$ cat src/design/srim_pkg.sv
// Shared types and constants for the systematic resample index map.
package srim_pkg;

    localparam int WEIGHT_W   = 32;
    localparam int SUM_W      = 38;
    localparam int OFFSET_W   = 32;
    localparam int CFG_W      = 7;
    localparam int SLOT_W     = 6;
    localparam int RSUM_W     = 48;
    localparam int CFG_RESET  = 64;

    typedef struct packed {
        logic [WEIGHT_W-1:0] weight;
        logic [SUM_W-1:0]    sum_of_weights;
        logic [OFFSET_W-1:0] offset;
        logic                last;
    } srim_in_t;

    typedef struct packed {
        logic [SLOT_W-1:0] slot;
        logic [SLOT_W-1:0] source;
        logic              last_slot;
    } srim_out_t;

endpackage

$ cat src/design/srim_div.sv
// Restoring divider, one quotient bit per cycle, for the batch mean weight.
module srim_div
    import srim_pkg::*;
#(
    parameter int DIVISOR_W = 7
)
(
    input  logic                 clk,
    input  logic                 rst_n,
    input  logic                 start,
    input  logic [SUM_W-1:0]     dividend,
    input  logic [DIVISOR_W-1:0] divisor,
    output logic                 done,
    output logic [SUM_W-1:0]     quotient
);

    localparam int STEP_W = $clog2(SUM_W + 1);

    logic                 busy_reg, busy_next;
    logic                 done_reg, done_next;
    logic [STEP_W-1:0]    step_reg, step_next;
    logic [DIVISOR_W-1:0] rem_reg, rem_next;
    logic [DIVISOR_W-1:0] div_reg, div_next;
    logic [SUM_W-1:0]     q_reg, q_next;

    logic [DIVISOR_W:0]   shifted;
    logic [DIVISOR_W:0]   diff;
    logic                 fits;

    always_comb
    begin
        shifted = {rem_reg, q_reg[SUM_W-1]};
        diff    = shifted - {1'b0, div_reg};
        fits    = ~diff[DIVISOR_W];

        busy_next = busy_reg;
        done_next = 1'b0;
        step_next = step_reg;
        rem_next  = rem_reg;
        div_next  = div_reg;
        q_next    = q_reg;

        if (start)
        begin
            busy_next = 1'b1;
            step_next = STEP_W'(SUM_W);
            rem_next  = '0;
            div_next  = divisor;
            q_next    = dividend;
        end
        else if (busy_reg)
        begin
            rem_next  = fits ? diff[DIVISOR_W-1:0] : shifted[DIVISOR_W-1:0];
            q_next    = {q_reg[SUM_W-2:0], fits};
            step_next = step_reg - STEP_W'(1);
            if (step_reg == STEP_W'(1))
            begin
                busy_next = 1'b0;
                done_next = 1'b1;
            end
        end
    end

    always_ff @(posedge clk or negedge rst_n)
    begin
        if (!rst_n)
        begin
            busy_reg <= 1'b0;
            done_reg <= 1'b0;
            step_reg <= '0;
        end
        else
        begin
            busy_reg <= busy_next;
            done_reg <= done_next;
            step_reg <= step_next;
        end
    end

    always_ff @(posedge clk)
    begin
        rem_reg <= rem_next;
        div_reg <= div_next;
        q_reg   <= q_next;
    end

    assign done     = done_reg;
    assign quotient = q_reg;

endmodule

$ cat src/design/systematic_resample_index_map_core.sv
// Top level: systematic resampler that turns weights into ancestor indices.
//
// Usage:
//   cfg channel (cfg_valid/cfg_ready, always ready) sets the particle count,
//   latched at the first word of each batch; 0 acts as 1, values above
//   MAX_PARTICLES act as MAX_PARTICLES. Write it only while the block is idle.
//   in channel (in_valid/in_stall) takes one weight word per particle. The
//   first word of a batch also carries the weight total and the draw offset.
//   in_stall is high while a word is being worked on, and also through the
//   map and out phases. The first word runs the serial divider for the mean
//   weight and then the draw loop; later words go straight to the draw loop.
//   After the final word the count store is walked, a read and a check per
//   particle, and each extra copy is written to the next free slot. Then one
//   out word per slot (out_valid/out_stall), each read from the ancestor
//   store and then loaded; the last slot carries last_slot. A stalled out
//   word holds until taken, and the block takes the next batch while the
//   final out word still waits.
//   Reset: asynchronous, clears all control state, particle count reads 64.
module systematic_resample_index_map_core
    import srim_pkg::*;
#(
    parameter int MAX_PARTICLES = 64
)
(
    input  logic             clk,
    input  logic             rst_n,
    input  logic             cfg_valid,
    output logic             cfg_ready,
    input  logic [CFG_W-1:0] cfg_data,
    input  logic             in_valid,
    output logic             in_stall,
    input  srim_in_t         in_data,
    output logic             out_valid,
    input  logic             out_stall,
    output srim_out_t        out_data
);

    localparam int IDX_W = $clog2(MAX_PARTICLES);
    localparam int CNT_W = $clog2(MAX_PARTICLES + 1);

    localparam logic [2:0] ST_IDLE     = 3'd0;
    localparam logic [2:0] ST_DIV      = 3'd1;
    localparam logic [2:0] ST_DRAW     = 3'd2;
    localparam logic [2:0] ST_MAP_RD   = 3'd3;
    localparam logic [2:0] ST_MAP_CHK  = 3'd4;
    localparam logic [2:0] ST_MAP_COPY = 3'd5;
    localparam logic [2:0] ST_OUT_RD   = 3'd6;
    localparam logic [2:0] ST_OUT_LD   = 3'd7;

    logic [2:0]               state_reg, state_next;
    logic [CFG_W-1:0]         cfg_reg;
    logic [CNT_W-1:0]         n_reg, n_next;
    logic signed [RSUM_W-1:0] rsum_reg, rsum_next;
    logic [SUM_W-1:0]         mean_reg, mean_next;
    logic [OFFSET_W-1:0]      thr_reg, thr_next;
    logic [CNT_W-1:0]         draws_reg, draws_next;
    logic [CNT_W-1:0]         cur_reg, cur_next;
    logic [IDX_W-1:0]         seen_reg, seen_next;
    logic                     lastf_reg, lastf_next;
    logic [IDX_W-1:0]         last_idx_reg, last_idx_next;
    logic [MAX_PARTICLES-1:0] occ_reg, occ_next;
    logic [IDX_W-1:0]         i_reg, i_next;
    logic [CNT_W-1:0]         j_reg, j_next;
    logic [CNT_W-1:0]         c_reg, c_next;
    logic                     out_valid_reg, out_valid_next;
    srim_out_t                out_reg, out_next;

    logic [CNT_W-1:0] cnt_mem [MAX_PARTICLES];
    logic [IDX_W-1:0] anc_mem [MAX_PARTICLES];
    logic [CNT_W-1:0] cnt_rd_reg;
    logic [IDX_W-1:0] anc_rd_reg;

    logic             cnt_we;
    logic [CNT_W-1:0] cnt_wdata;
    logic             anc_we;
    logic [IDX_W-1:0] anc_waddr;
    logic [IDX_W-1:0] anc_wdata;

    logic             in_fire;
    logic             first_word;
    logic [CNT_W-1:0] eff_n;
    logic [CNT_W-1:0] batch_n;
    logic             div_start;
    logic             div_done;
    logic [SUM_W-1:0] div_q;
    logic             draw_go;
    logic [CNT_W-1:0] chk_cnt;
    logic             i_at_end;
    logic             j_busy;

    srim_div #(
        .DIVISOR_W(CNT_W)
    ) u_div (
        .clk      (clk),
        .rst_n    (rst_n),
        .start    (div_start),
        .dividend (in_data.sum_of_weights),
        .divisor  (eff_n),
        .done     (div_done),
        .quotient (div_q)
    );

    always_ff @(posedge clk or negedge rst_n)
    begin
        if (!rst_n)
        begin
            cfg_reg <= CFG_W'(CFG_RESET);
        end
        else if (cfg_valid && cfg_ready)
        begin
            cfg_reg <= cfg_data;
        end
    end

    assign cfg_ready  = 1'b1;
    assign in_stall   = (state_reg != ST_IDLE);
    assign in_fire    = in_valid && !in_stall;
    assign first_word = (seen_reg == '0);

    always_comb
    begin
        if (cfg_reg == '0)
            eff_n = CNT_W'(1);
        else if (cfg_reg > CFG_W'(MAX_PARTICLES))
            eff_n = CNT_W'(MAX_PARTICLES);
        else
            eff_n = cfg_reg[CNT_W-1:0];
    end

    assign batch_n  = first_word ? eff_n : n_reg;
    assign draw_go  = ($signed({{(RSUM_W-OFFSET_W){1'b0}}, thr_reg}) < rsum_reg)
                      && (draws_reg < n_reg);
    assign chk_cnt  = (i_reg <= last_idx_reg) ? cnt_rd_reg : '0;
    assign i_at_end = ((CNT_W'(i_reg) + CNT_W'(1)) == n_reg);
    assign j_busy   = (j_reg < n_reg) && occ_reg[j_reg[IDX_W-1:0]];

    always_comb
    begin
        state_next     = state_reg;
        n_next         = n_reg;
        rsum_next      = rsum_reg;
        mean_next      = mean_reg;
        thr_next       = thr_reg;
        draws_next     = draws_reg;
        cur_next       = cur_reg;
        seen_next      = seen_reg;
        lastf_next     = lastf_reg;
        last_idx_next  = last_idx_reg;
        occ_next       = occ_reg;
        i_next         = i_reg;
        j_next         = j_reg;
        c_next         = c_reg;
        out_valid_next = out_valid_reg && out_stall;
        out_next       = out_reg;
        div_start      = 1'b0;
        cnt_we         = 1'b0;
        cnt_wdata      = cur_reg;
        anc_we         = 1'b0;
        anc_waddr      = i_reg;
        anc_wdata      = i_reg;

        unique case (state_reg)
            ST_IDLE:
            begin
                if (in_fire)
                begin
                    cur_next   = '0;
                    lastf_next = in_data.last
                                 || ((CNT_W'(seen_reg) + CNT_W'(1)) >= batch_n);
                    if (first_word)
                    begin
                        n_next     = eff_n;
                        thr_next   = in_data.offset;
                        rsum_next  = RSUM_W'(in_data.weight);
                        draws_next = '0;
                        occ_next   = '0;
                        div_start  = 1'b1;
                        state_next = ST_DIV;
                    end
                    else
                    begin
                        rsum_next  = rsum_reg + RSUM_W'(in_data.weight);
                        state_next = ST_DRAW;
                    end
                end
            end
            ST_DIV:
            begin
                if (div_done)
                begin
                    mean_next  = div_q;
                    state_next = ST_DRAW;
                end
            end
            ST_DRAW:
            begin
                if (draw_go)
                begin
                    cur_next   = cur_reg + CNT_W'(1);
                    draws_next = draws_reg + CNT_W'(1);
                    rsum_next  = rsum_reg
                                 - $signed({{(RSUM_W-SUM_W){1'b0}}, mean_reg});
                end
                else
                begin
                    cnt_we = 1'b1;
                    if (lastf_reg)
                    begin
                        // draws still owed go to the final particle
                        cnt_wdata           = cur_reg + (n_reg - draws_reg);
                        occ_next[seen_reg]  = (cnt_wdata != '0);
                        last_idx_next       = seen_reg;
                        seen_next           = '0;
                        draws_next          = '0;
                        rsum_next           = '0;
                        i_next              = '0;
                        j_next              = '0;
                        state_next          = ST_MAP_RD;
                    end
                    else
                    begin
                        occ_next[seen_reg] = (cur_reg != '0);
                        seen_next          = seen_reg + IDX_W'(1);
                        state_next         = ST_IDLE;
                    end
                end
            end
            ST_MAP_RD:
            begin
                state_next = ST_MAP_CHK;
            end
            ST_MAP_CHK:
            begin
                if (chk_cnt != '0)
                begin
                    anc_we = 1'b1;
                end
                if (chk_cnt > CNT_W'(1))
                begin
                    c_next     = chk_cnt;
                    state_next = ST_MAP_COPY;
                end
                else if (i_at_end)
                begin
                    i_next     = '0;
                    state_next = ST_OUT_RD;
                end
                else
                begin
                    i_next     = i_reg + IDX_W'(1);
                    state_next = ST_MAP_RD;
                end
            end
            ST_MAP_COPY:
            begin
                j_next = j_reg + CNT_W'(1);
                if (!j_busy)
                begin
                    // extra copy lands in the next free slot
                    anc_we    = (j_reg < n_reg);
                    anc_waddr = j_reg[IDX_W-1:0];
                    c_next    = c_reg - CNT_W'(1);
                    if (c_reg == CNT_W'(2))
                    begin
                        if (i_at_end)
                        begin
                            i_next     = '0;
                            state_next = ST_OUT_RD;
                        end
                        else
                        begin
                            i_next     = i_reg + IDX_W'(1);
                            state_next = ST_MAP_RD;
                        end
                    end
                end
            end
            ST_OUT_RD:
            begin
                state_next = ST_OUT_LD;
            end
            ST_OUT_LD:
            begin
                if (!out_valid_reg || !out_stall)
                begin
                    out_valid_next     = 1'b1;
                    out_next.slot      = SLOT_W'(i_reg);
                    out_next.source    = SLOT_W'(anc_rd_reg);
                    out_next.last_slot = i_at_end;
                    if (i_at_end)
                    begin
                        i_next     = '0;
                        state_next = ST_IDLE;
                    end
                    else
                    begin
                        i_next     = i_reg + IDX_W'(1);
                        state_next = ST_OUT_RD;
                    end
                end
            end
            default:
            begin
                state_next = ST_IDLE;
            end
        endcase
    end

    always_ff @(posedge clk or negedge rst_n)
    begin
        if (!rst_n)
        begin
            state_reg     <= ST_IDLE;
            n_reg         <= CNT_W'(MAX_PARTICLES);
            rsum_reg      <= '0;
            mean_reg      <= '0;
            thr_reg       <= '0;
            draws_reg     <= '0;
            cur_reg       <= '0;
            seen_reg      <= '0;
            lastf_reg     <= 1'b0;
            last_idx_reg  <= '0;
            occ_reg       <= '0;
            i_reg         <= '0;
            j_reg         <= '0;
            c_reg         <= '0;
            out_valid_reg <= 1'b0;
        end
        else
        begin
            state_reg     <= state_next;
            n_reg         <= n_next;
            rsum_reg      <= rsum_next;
            mean_reg      <= mean_next;
            thr_reg       <= thr_next;
            draws_reg     <= draws_next;
            cur_reg       <= cur_next;
            seen_reg      <= seen_next;
            lastf_reg     <= lastf_next;
            last_idx_reg  <= last_idx_next;
            occ_reg       <= occ_next;
            i_reg         <= i_next;
            j_reg         <= j_next;
            c_reg         <= c_next;
            out_valid_reg <= out_valid_next;
        end
    end

    always_ff @(posedge clk)
    begin
        out_reg <= out_next;
    end

    // offspring count store
    always_ff @(posedge clk)
    begin
        if (cnt_we)
        begin
            cnt_mem[seen_reg] <= cnt_wdata;
        end
        if (state_reg == ST_MAP_RD)
        begin
            cnt_rd_reg <= cnt_mem[i_reg];
        end
    end

    // ancestor index store
    always_ff @(posedge clk)
    begin
        if (anc_we)
        begin
            anc_mem[anc_waddr] <= anc_wdata;
        end
        if (state_reg == ST_OUT_RD)
        begin
            anc_rd_reg <= anc_mem[i_reg];
        end
    end

    assign out_valid = out_valid_reg;
    assign out_data  = out_reg;

    a_draws_bounded: assert property (
        @(posedge clk) disable iff (!rst_n)
        draws_reg <= n_reg
    ) else $error("draw count exceeds batch size");

    a_cur_within_draws: assert property (
        @(posedge clk) disable iff (!rst_n)
        (state_reg == ST_DRAW) |-> (cur_reg <= draws_reg)
    ) else $error("particle offspring exceeds total draws");

    a_copy_pending: assert property (
        @(posedge clk) disable iff (!rst_n)
        (state_reg == ST_MAP_COPY) |-> (c_reg > CNT_W'(1))
    ) else $error("copy walk entered with no extra copies");

    a_out_held: assert property (
        @(posedge clk) disable iff (!rst_n)
        (out_valid_reg && out_stall) |=> (out_valid_reg && $stable(out_reg))
    ) else $error("stalled out word changed");

endmodule
$ cat config.mk
export PLATFORM = sky130hd
export DESIGN_NAME = systematic_resample_index_map_core
export DESIGN_NICKNAME = d
export VERILOG_FILES = /design/src/design/srim_pkg.sv /design/src/design/srim_div.sv /design/src/design/systematic_resample_index_map_core.sv
export SDC_FILE = /design/constraint.sdc
export NUM_CORES = 2
export LEC_CHECK = 0
export ABC_CLOCK_PERIOD_IN_PS = 5400
export BUFFER_PORTS_ARGS = -buffer_cell sky130_fd_sc_hd__buf_4
export CAP_MARGIN = 15
export CORE_UTILIZATION = 40
export CTS_CLUSTER_DIAMETER = 50
export DETAILED_ROUTE_END_ITERATION = 12
export HOLD_SLACK_MARGIN = 0.12
export SLEW_MARGIN = 10
export SYNTH_ARGS = -nofsm -noshare
export SYNTH_HDL_FRONTEND = slang
export SYNTH_SLANG_ARGS = --single-unit
$ cat constraint.sdc
create_clock -name clk -period 5.4 [get_ports clk]
set_clock_uncertainty 0.15 [all_clocks]
set_input_delay 0.27 -clock clk [delete_from_list [all_inputs] [get_ports clk]]
set_output_delay 0.27 -clock clk [all_outputs]
set_load 0.02 [all_outputs]
## Word-level counts from Yosys, hierarchy flattened

Memory sizes are Yosys's and may differ from the RTL's. A register that Yosys moved wholly into a read port is not among the register bits.
Cells that the tools add are included.

| cells by class | value |
|---|---|
| $add $sub $neg | 14 |
| magnitude comparators | 10 |
| equality and inequality tests | 22 |
| multiplexer cells | 84 |
| bitwise logic cells | 2 |
| reductions and logical operators | 36 |

Operators by type and width:

| kind | count |
|---|---|
| 2-to-1 mux 64 bit | 4 |
| 2-to-1 mux 48 bit | 4 |
| bitwise mux 64 bit | 2 |
| case mux 64 bit (2 select lines) | 1 |
| 2-to-1 mux 7 bit | 17 |
| case mux 48 bit (2 select lines) | 1 |
| 2-to-1 mux 38 bit | 2 |
| 2-to-1 mux 6 bit | 12 |
| case mux 7 bit (2 select lines) | 4 |
| adder 48 x 32 -> 48 bit | 1 |
| less-than comparator 33 x 48 -> 1 bit | 1 |
| subtractor 48 x 39 -> 48 bit | 1 |
| 2-to-1 mux 3 bit | 9 |
| case mux 3 bit (8 select lines) | 1 |
| case mux 6 bit (4 select lines) | 1 |
| adder 7 x 1 -> 7 bit (second input constant) | 3 |
| 2-to-1 mux 1 bit | 21 |
| nonzero test 7 bit | 3 |
| inequality test 2 bit (second input constant) | 10 |
| AND reduction 3 bit | 6 |
| adder 6 x 1 -> 7 bit (second input constant) | 2 |
| less-than comparator 6 x 7 -> 1 bit (second input constant) | 2 |
| less-than comparator 7 bit | 2 |
| adder 6 x 1 -> 6 bit (second input constant) | 2 |
| other kinds (36) | 56 |

| word-level totals | value |
|---|---|
| register bits | 320 |
| bits in writable memories | 832 |
| input port bits | 115 |
| output and inout bits | 16 |
| word-level logic and storage cells | 195 |
| memories | 2 |

Memories:

| memory | words | width | rd ports | clocked after Yosys merged registers in | wr ports | line | RTL |
|---|---|---|---|---|---|---|---|
| cnt_mem | 64 | 7 | 1 | 1 | 1 | systematic_resample_index_map_core.sv:68 | `logic [CNT_W-1:0] cnt_mem [MAX_PARTICLES];` |
| anc_mem | 64 | 6 | 1 | 1 | 1 | systematic_resample_index_map_core.sv:69 | `logic [IDX_W-1:0] anc_mem [MAX_PARTICLES];` |

## Longest topological paths before layout

| depth | value |
|---|---|
| word-level depth | 8 |
| mapped depth | 18 |
| depth with buffers taken out | 15 |

## Modules after synthesis

From an unflattened synthesis, not the netlist that was laid out.

| second synthesis, totals | value |
|---|---|
| cells, all modules | 3857 |
| area, all modules | 54464.7 um2 |

By module, submodules not included:

| module | instances | cells each | area each (um2) | seq. area each (um2) |
|---|---|---|---|---|
| systematic_resample_index_map_core | 1 | 3643 | 51582.0 | 31948.1 |
| srim_div | 1 | 214 | 2882.8 | 1691.6 |

## Worst setup path after synthesis

No wires, ideal clock.

| path | value |
|---|---|
| kind | register to register |
| from | register rsum_reg[25] |
| to | memory cnt_mem[0][0] (netlist name) (data pin) |
| library setup time | 702 ps |
| arrival time | 4904 ps |
| data required time | 4548 ps |
| path slack | -355 ps |
| cell stages (with the launch flop) | 14 |
| path buffers | 2 |
| period minus slack after synthesis | 5755 ps |
| cells stage by stage | dfrtp_1 inv_1 ha_1 a21oi_1 o21ai_0 a221oi_1 o211ai_1 o21a_1 nand2b_1 clkbuf_1 nand2_1 nor2_1 clkbuf_1 o21ai_0 |

| on the way | value |
|---|---|
| word-level cells in the longest chain between the ends | 4 |

Ends and longest elaborated chain:

| item | line | RTL |
|---|---|---|
| start, declared | systematic_resample_index_map_core.sv:53 | `logic signed [RSUM_W-1:0] rsum_reg, rsum_next;` |
| start signal, assigned | systematic_resample_index_map_core.sv:333 | `rsum_reg <= rsum_next;` |
| less-than comparator 33 x 48 -> 1 bit | systematic_resample_index_map_core.sv:131 | `assign draw_go = ($signed({{(RSUM_W-OFFSET_W){1'b0}}, thr_reg}) < rsum_reg)` |
| logical AND 1 bit | systematic_resample_index_map_core.sv:132 | `&& (draws_reg < n_reg);` |
| 2-to-1 mux 7 bit | systematic_resample_index_map_core.sv:197 | `if (draw_go)` |
| 2-to-1 mux 7 bit | systematic_resample_index_map_core.sv:162 | `unique case (state_reg)` |
| named net cnt_wdata[0] | systematic_resample_index_map_core.sv:74 | `logic [CNT_W-1:0] cnt_wdata;` |
| end, declared | systematic_resample_index_map_core.sv:68 |  |

The timed path passes the listed nets, and every way through them passes these cells.

## Final worst setup path

| path | value |
|---|---|
| from | register j_reg[0] |
| to | memory anc_mem[48][5] (netlist name), enable pin |

| on the way | value |
|---|---|
| word-level cells in the longest chain between the ends | 7 |
| elaborated cells on any way between the ends | 10 |
| those cells by class | order compare (1); mux (8); reduce/logical (1) |

Ends and longest elaborated chain:

| item | line | RTL |
|---|---|---|
| start, declared | systematic_resample_index_map_core.sv:63 | `logic [CNT_W-1:0] j_reg, j_next;` |
| start signal, assigned | systematic_resample_index_map_core.sv:343 | `j_reg <= j_next;` |
| binary-select mux 1 bit (select 6 bit) | systematic_resample_index_map_core.sv:135 | `assign j_busy = (j_reg < n_reg) && occ_reg[j_reg[IDX_W-1:0]];` |
| 2-to-1 mux 1 bit (implied by the code) | systematic_resample_index_map_core.sv:135 |  |
| logical AND 1 bit | systematic_resample_index_map_core.sv:135 |  |
| 2-to-1 mux 1 bit | systematic_resample_index_map_core.sv:257 | `if (!j_busy)` |
| case mux 1 bit (2 select lines) | systematic_resample_index_map_core.sv:162 |  |
| 2-to-1 mux 1 bit | systematic_resample_index_map_core.sv:370 | `if (anc_we)` |
| 2-to-1 mux 1 bit (implied by the code) | systematic_resample_index_map_core.sv:372 | `anc_mem[anc_waddr] <= anc_wdata;` |
| end, declared | systematic_resample_index_map_core.sv:69 |  |

Parallel ways exist; a longest one is shown, timed or not. The select of a mux whose other input is x is not followed.

==> key figures <==
Timing
  • Fmax achieved: 0.198 GHz
  • Final Critical Period: about 5100 ps
  • Worst Tran Pin Value: about 1100 ps
  • Slew headroom: 0.236
  • Final Cycle Share: 0.937
  • Fin Setup TNS: 0 ps
  • Setup violators final: 0
  • Fin worst setup slack: 339 ps
  • RSZ-0062 raised after global routing: false
  • Final Hold Fails: 0
  • Max Slew Vio Count: 0

Synthesis
  • Most common cell in the synthesized netlist: edfxtp_1
  • Share of the synthesized area in the top cell type: 0.502
  • YS warnings: 0
  • Sequential element share of the synthesized area: 0.623
  • Cell type with the largest total area after synthesis: edfxtp_1
  • Avg Inst Size Synth: 13.8 sq um
  • Post-synth top flop: edfxtp_1
  • Number of enable flip-flop cells after synthesis: 903
  • #FFs+latches synth: 1,165
  • Synth Cell Area: 54,000 sq um
  • Synthesized netlist cell count: 3,902
  • Post-synthesis async set-or-reset flop share: 0.219
  • Ranking of synthesized cells by area: edfxtp_1 (50%), mux4_2 (12%), dfrtp_1 (12%)
  • Post-Syn Nets: 4,177
  • Post-synth top cells: edfxtp_1 (903), nand2_1 (457), mux4_2 (291), o21ai_0 (270), nor2_1 (258)
  • Synth cell types: 88

Worst setup path
  • Max incr delay on CP: 820 ps
  • Reg-to-reg endpoint: anc_mem[48][5]
  • Startpoint types: flip-flop
  • CP delay by family, top: simple AND/OR/NAND/NOR gates
  • Reg2Reg Setup Slack: 340 ps
  • CP Launch Point: j_reg[0]
  • CP max-delay cell: dfrtp_1
  • Levels on crit path: 10
  • Worst EP arrival: between 5000 and 6000 ps
  • CP max FO: 28
  • Crit path kind: reg -> reg
  • Worst setup path endpoint: anc_mem[48][5]
  • Worst path cell trace: buf_4 -> mux4_2 -> mux2i_1 -> a221o_1 -> a21oi_1 -> o31ai_4 -> nand2_2 -> or4_1 -> a21o_1 -> nor2_1
  • R2r startpoint: j_reg[0]
  • Req. time, crit path: 5630 ps
  • Reg2Reg Depth: 10
  • Crit end category: flip-flop
  • CP bufs+invs: 1

Global routing
  • Initial antenna violation count: 2
  • M1 GR Usage: 0.288
  • Met2 Usage GRT: 0.331
  • Aggregate global-route resource usage: 0.204
  • GRT overflow: 0
  • Largest net degree at the start of global routing: approximately 170
  • GR peak layer: met2
  • Vias in the first global route: approximately 34,000
  • First-pass GRT wire length: 212,000 um
  • Met3 Use GR: 0.0314

Pwr
  • Clock power frac: 0.486
  • Switching part of the total: 0.208
  • Int Power: ~16,000 uW
  • Total power: a little under 20,000 uW
  • NetSw: ~4000 uW
  • Leakage: 0.0230 uW
  • Maximum vdd ir drop: 0.288 mV
  • Sequential power share: 0.491
  • Combinational share of power: 0.023
  • Pwr dens: 308 nW/um^2

Clock network
  • Root buf cell: clkbuf_16
  • Num CTS Buffers: 147
  • Htree depth: 4
  • Clock buffer depth: 3
  • Num Clock Sinks: 1,165
  • CTS tree: yes
  • Worst skew pair latency: 740 ps
  • Cts repair resizes: 0
  • Postcts setup bufs: 0
  • Clock transition at the registers of the reported paths: 60 ps
  • Hold Buf Count CTS: 158

Finish
  • Area Overhead vs Synth: 17.6%
  • Final #Nets: 4,462
  • Core Util, Final: 0.475
  • Max reg flops: 448
  • Number of antenna repair diodes: 0
  • Final Instance Area: 63,500 sq um
  • Filler Cell Count: 11,498
  • Share of cells above drive strength 1: 0.180

Min path
  • Tightest Hold Check Type: in -> reg

Die
  • Initial Util: 0.404
  • Core area: 134,000 sq um
  • Horiz. Die Dim: approximately 370 um
  • Die height: 370 um
  • Num rows: 134
  • Die area: 137,000 sq um
  • I/O pin total: between 100 and 150

Route
  • Vias: 33,924
  • Antenna-violating nets left: 0
  • Detailed-route wire length: 139,000 um
  • WL/cell: 22.9 um
  • Drt pass-1 iters: 11
  • DRC errors left: 13
  • Drt first-iter violations: 2,913
  • Detail-routed via count per cell: 5.59

Placed design
  • Post-placement cell area: 57,200 sq um
  • Dpl ws: 266 ps
  • IO buf count: roughly 130
  • GPL Wtd Cong: 0.889
  • Post-DP HPWL: 88,500 um

Outcome
  • Outcome: finished, violations left
  • Violated checks: DRC

Run
  • Max Cap Viol: 0
## metal layers
layer / wire (um) / vias up
met5: 11 / -
met4: 2800 / 2
met3: 7630 / 222
met2: 67100 / 1085
met1: 61400 / 17125
li1: - / 15490
## logic make-up (layout without fill, tap and decap cells)
family	Yosys count	in the layout	share of synthesized area
compound gates	803	803	0.0906
fa+ha+maj	160	160	0.0383
simple gates	982	982	0.0801
xor+xnor	94	94	0.0152
buf+inv	380	782	0.0268
mux	317	317	0.126
other cells	1	1	0.0000694
flops	1165	1165	0.623
## how the worst min path moves through the flow
stage | startpoint | end | slack (ps) | cells after the start
3_5_place_dp | rst_n | cfg_reg[3] | 110 | 1
6_report | in_data[54] | u_div.quotient[21] | 180 | 4
2_1_floorplan | rst_n | anc_wdata[0] | -180 | 0
3_3_place_gp | rst_n | cfg_reg[3] | 110 | 1
5_1_grt | in_data[54] | u_div.quotient[21] | 170 | 4
4_1_cts | in_data[39] | u_div.quotient[6] | 130 | 4
## per-stage QoR
step	hold WS, ps	cells
floorplan	-176	3902
global placement	110	5645
detailed placement	115	5646
CTS	128	6070
global route	174	6072
finish	183	6072
## power by group through the flow
stage / sequential (uW) / clock, uW / combinational [uW]
global route: 9610 / 10000 / 495
detailed placement: 9800 / 0 / 356
CTS: 9620 / 9710 / 453
finish: 9620 / 9500 / 452
floorplan: 9800 / 0 / 161
global placement: 9800 / 0 / 352
## final cells by class
type	instances	area (sq um)	area share
flip-flops and latches	1165	33700	0.530
well taps	1768	2210	0.0348
repair buffers	366	3320	0.0522
inverters	150	564	0.00888
clock inverters	91	830	0.0131
multi-input cells	2357	19000	0.300
clock buffers	175	3910	0.0615
## tightest hold or removal path: stages
cell and delay, ps:
dlygate4sd3_1 520, buf_4 100, nand2_1 40, nand2_1 50
## placed cells by master (no fill, tap or decap), types with 21 or more instances in the layout
master	count
ha_1	151
nand2_1	454
nor3_1	36
nand4_1	29
a211oi_1	25
mux4_2	291
a21oi_1	222
nand2b_1	23
xnor2_1	62
inv_1	146
edfxtp_1	903
a21o_1	46
dfrtp_1	247
nand3_1	47
a31oi_1	27
clkbuf_1	21
nor2_1	257
dlygate4sd3_1	157
o21ai_0	266
and3_1	29
xor2_1	32
o31ai_1	58
buf_4	193
clkbuf_16	152
clkinv_1	26
Power figures use the tool's default switching activity.
